--- src/hw/rtl/qmm_pkg.sv ---
// ----------------------------------------------------------------------------
// qmm_pkg
// Types and fixed widths shared by the quad motor mixer pipeline.
// ----------------------------------------------------------------------------
package qmm_pkg;

  localparam int FRAC_BITS = 13;  // fraction bits of every fixed-point value

  localparam int MW = 18;  // mix width, signed
  localparam int QW = 18;  // quotient bits of the scale divider
  localparam int NW = 32;  // dividend width
  localparam int DW = 18;  // divisor (spread) width
  localparam int LW = 15;  // range limit width
  localparam int IW = 14;  // idle level and result width

  localparam logic [1:0] REG_RANGE_LIMIT = 2'd0;
  localparam logic [1:0] REG_IDLE_LEVEL  = 2'd1;
  localparam logic [1:0] REG_ALLOW_RAISE = 2'd2;
  localparam logic [1:0] REG_YAW_NEGATE  = 2'd3;

  typedef struct packed {
    logic        publish_request;
    logic        motors_stop;
    logic        inverted_flight;
    logic [15:0] yaw_corr;
    logic [15:0] pitch_corr;
    logic [15:0] roll_corr;
    logic [14:0] throttle_cmd;
  } in_t;

  // Items that bypass the divider
  typedef struct packed {
    logic [3:0][MW-1:0] m;
    logic [3:0]         neg;
    logic               scale;
    logic [MW:0]        shift_plain;
    logic               stop;
    logic               pub;
  } side_t;

  typedef struct packed {
    logic [3:0][MW-1:0] rem;
    logic [3:0][QW-1:0] num;
    logic [3:0][QW-1:0] q;
    logic [DW-1:0]      d;
    side_t              side;
  } div_st_t;

  typedef struct packed {
    logic          publish;
    logic [IW-1:0] largest_motor;
    logic [IW-1:0] average_thrust;
    logic [IW-1:0] back_left;
    logic [IW-1:0] back_right;
    logic [IW-1:0] front_left;
    logic [IW-1:0] front_right;
  } res_t;

endpackage

--- src/hw/rtl/qmm_mix.sv ---
// ----------------------------------------------------------------------------
// qmm_mix
// Front stages: X-frame mix, range statistics, and scale dividend products.
// ----------------------------------------------------------------------------
module qmm_mix (
  input  logic                    clk,
  input  logic                    rst,
  input  logic [qmm_pkg::LW-1:0]  lim,
  input  logic                    yaw_neg,
  input  logic                    in_valid,
  output logic                    in_ready,
  input  qmm_pkg::in_t            in_data,
  output logic                    out_valid,
  input  logic                    out_ready,
  output qmm_pkg::div_st_t        out_data
);
  import qmm_pkg::*;

  logic                v1, v2, v3;
  logic                rdy1, rdy2, rdy3;
  logic [3:0][MW-1:0]  m1;
  logic                stop1, pub1;
  logic [3:0][MW-1:0]  m2, abs2;
  logic [3:0]          neg2;
  logic [DW-1:0]       spread2;
  logic                scale2, stop2, pub2;
  logic [MW:0]         shift2;
  logic [3:0][NW-1:0]  a3;
  logic [DW-1:0]       d3;
  side_t               side3;

  logic signed [MW-1:0] thr, r, p, y;
  logic [3:0][MW-1:0]   m_next;
  logic signed [MW-1:0] lo, hi, lo01, lo23, hi01, hi23;
  logic signed [MW:0]   spread_s, shift_s;
  logic [3:0][MW-1:0]   abs_next;
  logic [3:0]           neg_next;
  logic [3:0][NW-1:0]   a_next;
  logic [MW+LW-1:0]     prod [4];

  assign rdy3     = !v3 || out_ready;
  assign rdy2     = !v2 || rdy3;
  assign rdy1     = !v1 || rdy2;
  assign in_ready = rdy1;

  // Mix with the normal or inverted sign pattern
  always_comb begin
    thr = MW'(in_data.throttle_cmd);
    r   = MW'($signed(in_data.roll_corr));
    p   = MW'($signed(in_data.pitch_corr));
    y   = MW'($signed(in_data.yaw_corr));
    if (yaw_neg) begin
      y = -y;
    end
    if (in_data.inverted_flight) begin
      m_next[0] = thr + r + p - y;
      m_next[1] = thr - r + p + y;
      m_next[2] = thr + r - p + y;
      m_next[3] = thr - r - p - y;
    end else begin
      m_next[0] = thr - r - p + y;
      m_next[1] = thr + r - p - y;
      m_next[2] = thr - r + p - y;
      m_next[3] = thr + r + p + y;
    end
  end

  always_ff @(posedge clk) begin
    if (rst) begin
      v1 <= 1'b0;
    end else if (rdy1) begin
      v1 <= in_valid;
    end
    if (rdy1) begin
      m1    <= m_next;
      stop1 <= in_data.motors_stop;
      pub1  <= in_data.publish_request;
    end
  end

  // Find extremes, spread and the unscaled shift
  always_comb begin
    lo01 = ($signed(m1[0]) < $signed(m1[1])) ? $signed(m1[0]) : $signed(m1[1]);
    lo23 = ($signed(m1[2]) < $signed(m1[3])) ? $signed(m1[2]) : $signed(m1[3]);
    hi01 = ($signed(m1[0]) > $signed(m1[1])) ? $signed(m1[0]) : $signed(m1[1]);
    hi23 = ($signed(m1[2]) > $signed(m1[3])) ? $signed(m1[2]) : $signed(m1[3]);
    lo   = (lo01 < lo23) ? lo01 : lo23;
    hi   = (hi01 > hi23) ? hi01 : hi23;
    spread_s = (MW+1)'(hi) - (MW+1)'(lo);
    if (hi > $signed({{(MW-LW){1'b0}}, lim})) begin
      shift_s = (MW+1)'(hi) - $signed({{(MW+1-LW){1'b0}}, lim});
    end else if (lo < 0) begin
      shift_s = (MW+1)'(lo);
    end else begin
      shift_s = '0;
    end
    for (int i = 0; i < 4; i++) begin
      abs_next[i] = m1[i][MW-1] ? (MW)'(-$signed(m1[i])) : m1[i];
      neg_next[i] = m1[i][MW-1] && (lim != '0);
    end
  end

  always_ff @(posedge clk) begin
    if (rst) begin
      v2 <= 1'b0;
    end else if (rdy2) begin
      v2 <= v1;
    end
    if (rdy2) begin
      m2      <= m1;
      abs2    <= abs_next;
      neg2    <= neg_next;
      spread2 <= spread_s[DW-1:0];
      scale2  <= spread_s > $signed({{(MW+1-LW){1'b0}}, lim});
      shift2  <= shift_s;
      stop2   <= stop1;
      pub2    <= pub1;
    end
  end

  // Form the magnitude dividend, one below for negative mixes (floor)
  always_comb begin
    for (int i = 0; i < 4; i++) begin
      prod[i]   = abs2[i] * (MW+LW)'(lim);
      a_next[i] = prod[i][NW-1:0] - NW'(neg2[i]);
    end
  end

  always_ff @(posedge clk) begin
    if (rst) begin
      v3 <= 1'b0;
    end else if (rdy3) begin
      v3 <= v2;
    end
    if (rdy3) begin
      a3                <= a_next;
      d3                <= spread2;
      side3.m           <= m2;
      side3.neg         <= neg2;
      side3.scale       <= scale2;
      side3.shift_plain <= shift2;
      side3.stop        <= stop2;
      side3.pub         <= pub2;
    end
  end

  // Seed the divider: high bits as remainder, low bits to shift in
  always_comb begin
    for (int i = 0; i < 4; i++) begin
      out_data.rem[i] = MW'(a3[i][NW-1:QW]);
      out_data.num[i] = a3[i][QW-1:0];
      out_data.q[i]   = '0;
    end
    out_data.d    = d3;
    out_data.side = side3;
  end
  assign out_valid = v3;

endmodule

--- config.mk ---
export PLATFORM = sky130hd
export DESIGN_NAME = qmm_mix
export DESIGN_NICKNAME = d
export VERILOG_FILES = /design/src/hw/rtl/qmm_pkg.sv /design/src/hw/rtl/qmm_mix.sv
export SDC_FILE = /design/constraint.sdc
export NUM_CORES = 2
export LEC_CHECK = 0
export ABC_AREA = 1
export BUFFER_PORTS_ARGS = -buffer_cell sky130_fd_sc_hd__buf_2
export CAP_MARGIN = 5
export CORE_MARGIN = 4
export CORE_UTILIZATION = 55
export CTS_CLUSTER_SIZE = 28
export DETAILED_ROUTE_END_ITERATION = 8
export PLACE_DENSITY = 0.7
export REMOVE_ABC_BUFFERS = 1
export SYNTH_ARGS = -nofsm -noshare
export SYNTH_HDL_FRONTEND = slang
export SYNTH_SLANG_ARGS = --single-unit
--- constraint.sdc ---
create_clock -name clk -period 17.2 [get_ports clk]
set_input_delay 1.72 -clock clk [delete_from_list [all_inputs] [get_ports clk]]
set_output_delay 1.72 -clock clk [all_outputs]
set_load 0.02 [all_outputs]
==> impl_metrics.py <==
metrics = {
    "clocking": {
        "cts_resized": 0,
        "clkSlewWorstSetupHoldPaths_ps": 60,
        "cts_max_level": 2,
        "ctsLongestPathBuffers": 3,
        "cts_tree": "done",
        "cts_setup_buffers": 0,
        "numCtsBuffers": 56,
        "cts_hold_buf": 0,
        "clk_latency_ps": 670,
        "cts_sinks": 505,
        "clock-root-buffer": "clkbuf_16",
    },
    "synth": {
        "synth_area_leader_cell": "fa_1",
        "ys_warn_count": 0,
        "synth_top_area_share_pct": 25.8,
        "synthCells": 7974,
        "synth-seq-cells": 505,
        "netlist_area_um2": 68900,
        "ys.flop_type": "edfxtp_1",
        "synth_area_leaders": "fa_1 26%, edfxtp_1 22%, ha_1 14%",
        "avgSynthCellArea_um2": 8.65,
        "async_flop_share_pct": 0,
        "seq_area_frac_synth_pct": 22.0,
        "yosysUniqueCellTypes": 65,
        "synth_edf_count": 502,
    },
    "timing": {
        "fin_tns_setup_ps": 0,
        "min_period_ps": 9740,
        "tightest_slew_ps": 1100,
        "finalHoldWorstSlack_ps": 422,
        "relSlewSlack_pct": 25.9,
        "period_share_pct": 56.6,
        "rsz0062_at_grt": "no",
        "maxSlewViolCount": 0,
        "finalSetupViolations": 0,
        "final-hold-violation-count": 0,
        "clock_skew_ps": 32.5,
        "clock.fmax_mhz": 103,
    },
    "worst_setup_path": {
        "cp.required_ps": 17620,
        "startpoint_type": "flop",
        "crit_type": "reg -> reg",
        "crit_top_cell": "nand2_1",
        "slowest_delay_ps": 770,
        "worstPathArrival_ps": 10160,
        "crit_fanout": 31,
        "cp_slowest_cell": "nand3_1",
        "cp-end-kind": "flop",
    },
    "die": {
        "initial_core_util_pct": 55.5,
        "core_um2": 124000,
        "die_area_um2": 131000,
        "fp.dieH_um": 362,
        "die_x_um": 362,
        "ios": 420,
        "core.rowCount": 129,
    },
    "layout": {
        "layout_common_cells": "1832 x inv_1, 1755 x nand2_1, 888 x fa_1",
        "drive_gt1_share_pct": 6.41,
        "final_common_cell": "inv_1",
        "fin_nets": 9873,
        "stdcell_count": 9810,
        "fin_util_pct": 59.1,
        "area_delta_synth_final_pct": 6.39,
        "num-fill-cells": 10900,
    },
    "drt": {
        "drt_pass1_iterations": 6,
        "vias_per_cell": 5.41,
        "wl_met1_mm": 77.9,
        "ant_nets": 0,
        "drtIter0Drc": 4073,
        "drt-wirelength-per-cell_um": 19.2,
        "post-route-drc-count": 0,
        "maxUsedRoutingLayer": "met5",
        "dr_total_vias": 53100,
        "wl_mm": 188,
        "dr_wl_met3_mm": 15.1,
        "wl_met2_mm": 88.0,
    },
    "min_path": {
        "hp-class": "reg -> reg",
    },
    "place": {
        "port_buffers": 331,
        "dp.cells": 9705,
        "dpl.hpwl_mm": 151,
        "gp_congestion": 0.955,
    },
    "global_route": {
        "grt_pass1_wl_mm": 299,
        "grt_max_degree": 110,
        "antenna_found_initial": 7,
        "grt_overflow": 0,
        "grt.total_usage_pct": 29.0,
        "grt_pass1_vias": 54600,
    },
    "run": {
        "drv_cap": 0,
    },
    "status": {
        "status": "complete, no violations",
    },
}
[cell usage after synthesis, types with 7 or more instances]
cell / instances
nand4_1: 38
o22ai_1: 12
o21ai_1: 29
o21bai_1: 43
a21boi_1: 7
buf_4: 89
ha_1: 773
nand3_1: 96
a21boi_0: 17
xor2_1: 286
o21ai_0: 322
fa_1: 888
nand2_1: 1757
nor4_1: 21
buf_2: 7
o21ai_2: 16
clkbuf_1: 254
a31oi_1: 37
edfxtp_1: 502
o31ai_1: 33
a211oi_1: 8
xnor2_1: 69
inv_1: 1833
a21o_1: 20
nor2_1: 245
nand2_2: 23
and2_1: 8
nor3_1: 46
a21oi_1: 407
[registers in the layout (all words and copies together) (netlist names), 4 cells and up]
signal    count
out_data    226
m1           72
neg2          4
shift2       19
spread2      18
m2           72
abs2         68
d3           18
[per-stage QoR]
stage	cell area, um2	worst slack [ps]
floorplan	67500	5740
global placement	71500	7930
detailed placement	71500	7600
CTS	73400	7600
global route	73400	6530
finish	73400	7460
[worst max-delay path: cells and delay by family (launching register included)]
family / cells / cell delay [ps]
adders and majority gates: 5 / 1700
buffers and inverters: 6 / 1060
and+or+nand+nor: 28 / 3970
xor gates and xnor gates: 1 / 230
DFF: 1 / 750
AOI/OAI and AO/OA: 5 / 1770
[logic make-up after synthesis]
| kind of cell | Yosys count | share of synthesized area [%] |
|---|---|---|
| mux | 1 | 0.0163 |
| flops | 505 | 22.0 |
| xor+xnor | 355 | 4.51 |
| simple gates | 2259 | 13.1 |
| buf+inv | 2199 | 12.5 |
| fa+ha+maj | 1661 | 39.8 |
| compound gates | 993 | 8.08 |
| other cells | 1 | 0.00544 |
[area by class of cell]
type / instances / area, um2 / area share (%)
antenna: 2 / 5.00 / 0.00682
clock buffer: 63 / 1470 / 2.00
clock inverter: 40 / 343 / 0.467
inverter: 1841 / 6920 / 9.43
multi-input combinational: 5357 / 45500 / 62.1
sequential: 505 / 15100 / 20.6
tap: 1637 / 2050 / 2.79
timing repair buffer: 365 / 1910 / 2.61
[final timing paths]
path	cells past startpoint	slack [ps]	to	from
setup / recovery	45	7460	scale2$_DFFE_PP_	m1[35]$_DFFE_PP_
hold / removal	0	420	out_data[0]$_DFFE_PP_	pub2$_DFFE_PP_
setup reg to reg	45	7460	scale2$_DFFE_PP_	m1[35]$_DFFE_PP_
hold reg to reg	0	420	out_data[0]$_DFFE_PP_	pub2$_DFFE_PP_
[per-layer routing]
layer  up-vias  track usage (%)
li1      24700                -
met1     25900             39.2
met2      2060             48.2
met3       358             4.45
met4         6             9.77
met5         -                0
Power is left out: the tool's default activity adds up to more than one toggle a clock period on the data nets, which glitch-free logic cannot reach.
