<file path="src/hw/rtl/qmm_pkg.sv">
// ----------------------------------------------------------------------------
// qmm_pkg
// Types and fixed widths shared by the quad motor mixer pipeline.
// ----------------------------------------------------------------------------
package qmm_pkg;

  localparam int FRAC_BITS = 13;  // fraction bits of every fixed-point value

  localparam int MW = 18;  // mix width, signed
  localparam int QW = 18;  // quotient bits of the scale divider
  localparam int NW = 32;  // dividend width
  localparam int DW = 18;  // divisor (spread) width
  localparam int LW = 15;  // range limit width
  localparam int IW = 14;  // idle level and result width

  localparam logic [1:0] REG_RANGE_LIMIT = 2'd0;
  localparam logic [1:0] REG_IDLE_LEVEL  = 2'd1;
  localparam logic [1:0] REG_ALLOW_RAISE = 2'd2;
  localparam logic [1:0] REG_YAW_NEGATE  = 2'd3;

  typedef struct packed {
    logic        publish_request;
    logic        motors_stop;
    logic        inverted_flight;
    logic [15:0] yaw_corr;
    logic [15:0] pitch_corr;
    logic [15:0] roll_corr;
    logic [14:0] throttle_cmd;
  } in_t;

  // Items that bypass the divider
  typedef struct packed {
    logic [3:0][MW-1:0] m;
    logic [3:0]         neg;
    logic               scale;
    logic [MW:0]        shift_plain;
    logic               stop;
    logic               pub;
  } side_t;

  typedef struct packed {
    logic [3:0][MW-1:0] rem;
    logic [3:0][QW-1:0] num;
    logic [3:0][QW-1:0] q;
    logic [DW-1:0]      d;
    side_t              side;
  } div_st_t;

  typedef struct packed {
    logic          publish;
    logic [IW-1:0] largest_motor;
    logic [IW-1:0] average_thrust;
    logic [IW-1:0] back_left;
    logic [IW-1:0] back_right;
    logic [IW-1:0] front_left;
    logic [IW-1:0] front_right;
  } res_t;

endpackage

</file>
<file path="src/hw/rtl/qmm_out.sv">
// ----------------------------------------------------------------------------
// qmm_out
// Back stages: select scaled mix, shift, clamp, idle mapping, mean and max.
// ----------------------------------------------------------------------------
module qmm_out (
  input  logic                   clk,
  input  logic                   rst,
  input  logic                   allow_raise,
  input  logic [qmm_pkg::IW-1:0] idle_level,
  input  logic                   in_valid,
  output logic                   in_ready,
  input  qmm_pkg::div_st_t       in_data,
  output logic                   out_valid,
  input  logic                   out_ready,
  output qmm_pkg::res_t          out_data
);
  import qmm_pkg::*;

  localparam int VW = FRAC_BITS + 1;
  localparam int CW = (FRAC_BITS + 2 > MW + 2) ? FRAC_BITS + 2 : MW + 2;
  localparam int EW = (IW > VW) ? IW : VW;
  localparam logic [VW-1:0] ONE = VW'(1) << FRAC_BITS;

  logic                v1, v2, v3, v4;
  logic                rdy1, rdy2, rdy3, rdy4;
  logic [3:0][MW:0]    mm1;
  logic [MW:0]         sh1;
  logic                stop1, pub1, stop2, pub2, stop3, pub3;
  logic [3:0][VW-1:0]  c2, o3;

  logic signed [MW:0]   qs [4];
  logic signed [MW:0]   lo01, lo23;
  logic [3:0][MW:0]     mm_next;
  logic [MW:0]          sh_next;
  logic                 do_shift;
  logic signed [CW-1:0] v [4];
  logic [3:0][VW-1:0]   c_next, o_next;
  logic [VW-1:0]        idle_c;
  logic [2*VW-1:0]      prod [4];
  logic [VW+1:0]        sum;
  logic [VW-1:0]        big01, big23, big;

  assign rdy4     = !v4 || out_ready;
  assign rdy3     = !v3 || rdy4;
  assign rdy2     = !v2 || rdy3;
  assign rdy1     = !v2 || rdy2 ? (!v1 || rdy2) : !v1;
  assign in_ready = rdy1;

  // Restore quotient sign, pick scaled or plain mixes and the shift
  always_comb begin
    for (int i = 0; i < 4; i++) begin
      qs[i] = in_data.side.neg[i] ? $signed(~{1'b0, in_data.q[i]})
                                  : $signed({1'b0, in_data.q[i]});
      mm_next[i] = in_data.side.scale ? qs[i]
                                      : (MW+1)'($signed(in_data.side.m[i]));
    end
    lo01    = (qs[0] < qs[1]) ? qs[0] : qs[1];
    lo23    = (qs[2] < qs[3]) ? qs[2] : qs[3];
    sh_next = in_data.side.scale ? ((lo01 < lo23) ? lo01 : lo23)
                                 : in_data.side.shift_plain;
  end

  always_ff @(posedge clk) begin
    if (rst) begin
      v1 <= 1'b0;
    end else if (rdy1) begin
      v1 <= in_valid;
    end
    if (rdy1) begin
      mm1   <= mm_next;
      sh1   <= sh_next;
      stop1 <= in_data.side.stop;
      pub1  <= in_data.side.pub;
    end
  end

  // Apply the shift and clamp to 0..one
  always_comb begin
    do_shift = ($signed(sh1) > 0) || (allow_raise && (sh1 != '0));
    for (int i = 0; i < 4; i++) begin
      v[i] = CW'($signed(mm1[i]));
      if (do_shift) begin
        v[i] = v[i] - CW'($signed(sh1));
      end
      if (v[i] < 0) begin
        c_next[i] = '0;
      end else if (v[i] > $signed(CW'(ONE))) begin
        c_next[i] = ONE;
      end else begin
        c_next[i] = VW'(v[i]);
      end
    end
  end

  always_ff @(posedge clk) begin
    if (rst) begin
      v2 <= 1'b0;
    end else if (rdy2) begin
      v2 <= v1;
    end
    if (rdy2) begin
      c2    <= c_next;
      stop2 <= stop1;
      pub2  <= pub1;
    end
  end

  // Map onto idle..one
  always_comb begin
    idle_c = (EW'(idle_level) > EW'(ONE)) ? ONE : VW'(idle_level);
    for (int i = 0; i < 4; i++) begin
      prod[i]   = c2[i] * (2*VW)'(ONE - idle_c);
      o_next[i] = idle_c + VW'(prod[i] >> FRAC_BITS);
    end
  end

  always_ff @(posedge clk) begin
    if (rst) begin
      v3 <= 1'b0;
    end else if (rdy3) begin
      v3 <= v2;
    end
    if (rdy3) begin
      o3    <= o_next;
      stop3 <= stop2;
      pub3  <= pub2;
    end
  end

  // Mean and largest motor, then the output register
  always_comb begin
    sum   = (VW+2)'(o3[0]) + (VW+2)'(o3[1]) + (VW+2)'(o3[2]) + (VW+2)'(o3[3]);
    big01 = (o3[0] > o3[1]) ? o3[0] : o3[1];
    big23 = (o3[2] > o3[3]) ? o3[2] : o3[3];
    big   = (big01 > big23) ? big01 : big23;
  end

  always_ff @(posedge clk) begin
    if (rst) begin
      v4 <= 1'b0;
    end else if (rdy4) begin
      v4 <= v3;
    end
    if (rdy4) begin
      out_data.publish <= pub3;
      if (stop3) begin
        out_data.front_right    <= '0;
        out_data.front_left     <= '0;
        out_data.back_right     <= '0;
        out_data.back_left      <= '0;
        out_data.average_thrust <= '0;
        out_data.largest_motor  <= '0;
      end else begin
        out_data.front_right    <= IW'(o3[0]);
        out_data.front_left     <= IW'(o3[1]);
        out_data.back_right     <= IW'(o3[2]);
        out_data.back_left      <= IW'(o3[3]);
        out_data.average_thrust <= IW'(sum >> 2);
        out_data.largest_motor  <= IW'(big);
      end
    end
  end
  assign out_valid = v4;

endmodule

</file>
<file path="config.mk">
export PLATFORM = sky130hd
export DESIGN_NAME = qmm_out
export DESIGN_NICKNAME = d
export VERILOG_FILES = /design/src/hw/rtl/qmm_pkg.sv /design/src/hw/rtl/qmm_out.sv
export SDC_FILE = /design/constraint.sdc
export NUM_CORES = 2
export LEC_CHECK = 0
export ABC_CLOCK_PERIOD_IN_PS = 32400
export BUFFER_PORTS_ARGS = -buffer_cell sky130_fd_sc_hd__clkbuf_2
export CAP_MARGIN = 20
export CORE_UTILIZATION = 56
export DETAILED_ROUTE_END_ITERATION = 6
export GPL_TIMING_DRIVEN = 1
export PLACE_DENSITY = 0.75
export SYNTH_ARGS = -nofsm -noshare
export SYNTH_HDL_FRONTEND = slang
export SYNTH_SLANG_ARGS = --single-unit
</file>
<file path="constraint.sdc">
create_clock -name clk -period 32.4 [get_ports clk]
set_input_delay 3.24 -clock clk [delete_from_list [all_inputs] [get_ports clk]]
set_output_delay 3.24 -clock clk [all_outputs]
set_load 0.02 [all_outputs]
</file>
==> flow_summary_export.csv <==
group,metric,value,unit
timing,slew_violations,0,
yosys,yosysMostFrequentCell,"inv_1",
global_routing,grtUsageTotal,29.6,%
clock_tree,numCtsBuffers,37,
clock_tree,cts_buffer_depth,3,
yosys,yosysTopAreaCell,"fa_1",
min_path,min_path_type,"register to register",
floorplan,ios,438,
clock_tree,path_clk_slew,0.07,ns
drt,detail-route-antenna-nets,0,
floorplan,start_util,56.9,%
yosys,yosysUniqueCellTypes,81,
drt,met1_length,53000,um
yosys,yosysWarnings,0,
place,port_buffers,275,
worst_setup_path,cp.required,32.73,ns
yosys,synth-main-ff-cell,"edfxtp_1",
yosys,synthArstFlopShare,0,%
drt,postRouteWirelength,131000,um
clock_tree,cts.repair.resized,0,
clock_tree,root_buffer,"clkbuf_16",
yosys,synth.area.top_cells,"fa_1 (30%), edfxtp_1 (18%), ha_1 (12%), inv_1 (7.4%), nand2_1 (4.4%)",
timing,finalSetupViolations,0,
worst_setup_path,crit_path_max_incr_delay,0.71,ns
final_layout,seqCellArea,9030,um2
yosys,ys_seq_elements,302,
worst_setup_path,cpLargestDelayFamily,"compound AO/OA/AOI/OAI gates",
global_routing,grt_pass1_wl,211000,um
timing,rsz0062_at_grt,"false",
worst_setup_path,cp_slowest_cell,"a2111oi_0",
final_layout,area_growth_syn_to_layout,7.26,%
place,dp_hpwl,103000,um
floorplan,core_area,89100,um2
drt,met2_length,62800,um
timing,fin_crit_sh,46.0,%
floorplan,dieArea,91700,um2
worst_setup_path,path_buf_inv,14,
drt,via_count,38500,
timing,max_freq,67.2,MHz
worst_setup_path,worst-r2r-cell-count,31,
final_layout,fill_cells,7574,
worst_setup_path,worstPathMaxFanout,53,
drt,wl_met3,8770,um
worst_setup_path,arrival,15.23,ns
global_routing,grt_max_degree,105,
timing,clock_skew,0.0327,ns
yosys,synth_edf_count,298,
drt,via_per_inst,5.67,
final_layout,layout-drive-gt1-share,8.03,%
yosys,synth_cells,5456,
global_routing,antenna_found_initial,4,
yosys,synth_fp_nets,7051,
yosys,syn_avg_cell_area,9.29,um2
worst_setup_path,cp_common_cell,"inv_1",
drt,drtIter0Drc,2445,
power,leakage,0.0271,uW
yosys,synth_seq_area_share,17.8,%
timing,tns,0,ns
power,peakVddDrop,0.0844,mV
run,maxCapViolations,0,
worst_setup_path,startpoint_type,"input port",
worst_setup_path,critical_path_depth,45,
clock_tree,cts_tree,"yes",
timing,final_hold_viol_count,0,
place,gp_congestion,0.978,
floorplan,rows,109,
clock_tree,post_cts_buffers,0,
yosys,synth_common_cells,"inv_1 (1,005), fa_1 (769), nand2_1 (597)",
timing,slew_headroom,20.8,%
global_routing,grt_pass1_vias,40000,
floorplan,die_x,303,um
floorplan,die_h,303,um
final_layout,multi_input_area,37200,um2
drt,wl_per_cell,19.3,um
yosys,synthesis.area,50700,um2
min_path,worstHoldPathCells,0,
final_layout,nets,7187,
drt,drc_errors,0,
clock_tree,cts.sinks,302,
worst_setup_path,crit_type,"input port to register",
final_layout,post-route-util,61.0,%
power,cellPowerDensity,58.1,nW/um2
timing,worst_pin_slew,1.16,ns
worst_setup_path,endpoint_kind,"register",
drt,highest_layer,"met5",
global_routing,grt_overflow,0,
timing,finalCriticalPeriod,14.89,ns
drt,first_pass_iters,6,
clock_tree,htreeDepth,2,
yosys,synth_top_area_share,30.4,%
status,status,"complete, no violations",
clock_tree,insertion_delay,0.59,ns
clock_tree,hold_buffers,0,
## path summary, 6_finish.rpt
check,from,end,slack (ns)
worst max-delay path,idle_level[13],o3[52],17.51
worst max register to register,c2[52],o3[52],23.64
worst min register to register,pub2,pub3,0.42
worst min-delay path,pub2,pub3,0.42
## per-stage QoR
stage / hold WS [ns] / power (uW) / std cells / cell area, um2 / setup WS [ns]
5_1_grt: 0.436 / 3430 / 6784 / 54400 / 16.97
3_5_place_dp: 0.406 / 2700 / 6717 / 53100 / 16.87
4_1_cts: 0.420 / 3140 / 6783 / 54300 / 17.44
2_1_floorplan: 0.400 / 2150 / 5456 / 50700 / 20.04
6_report: 0.418 / 3160 / 6785 / 54400 / 17.51
3_3_place_gp: 0.401 / 2640 / 6716 / 53100 / 17.09
## placed cells by master, fill, tap and decap left out, types with 138 or more instances in the layout
cell and n:
a21oi_1 234, and2_1 348, clkbuf_2 275, edfxtp_1 298, fa_1 769, ha_1 475
inv_1 1002, nand2_1 595, nor2_1 261, o21ai_0 138, xnor2_1 203
## flip-flops by register name, summed over array words and instances (netlist names)
| signal | flops |
|---|---|
| v3 | 1 |
| out_data | 85 |
| o3 | 56 |
| stop1 | 1 |
| out_valid | 1 |
| pub2 | 1 |
| mm1 | 76 |
| v2 | 1 |
| c2 | 56 |
| pub3 | 1 |
| sh1 | 19 |
| pub1 | 1 |
| stop3 | 1 |
| v1 | 1 |
| stop2 | 1 |
## metal layers
| metal | up-vias | track usage [%] |
|---|---|---|
| met3 | 324 | 3.34 |
| met1 | 19000 | 38.2 |
| met4 | 2 | 13.3 |
| li1 | 17700 | - |
| met5 | - | 0 |
| met2 | 1423 | 50.2 |
## final cells by class
cell class	instances	area share [%]
Antenna cell	1	0.00460
Clock buffer	40	1.74
Clock inverter	26	0.479
Inverter	1005	6.94
Multi-Input combinational cell	3927	68.4
Sequential cell	302	16.6
Tap cell	1165	2.68
Timing Repair Buffer	319	3.13
## power breakdown
part / total (uW) / internal (uW) / switching, uW / leakage [uW]
Clock: 420 / 240 / 181 / 0.000589
Sequential: 704 / 582 / 123 / 0.00336
Combinational: 2030 / 839 / 1200 / 0.0231
## cells by family after synthesis
kind of cell | share of synthesized area [%]
AOI/OAI and AO/OA | 9.01
adders and majority gates | 42.2
muxes | 1.76
buffers and inverters | 9.09
DFF | 17.8
and+or+nand+nor | 15.6
xor gates and xnor gates | 4.58
Note: power is estimated with default switching activity, not from simulation.
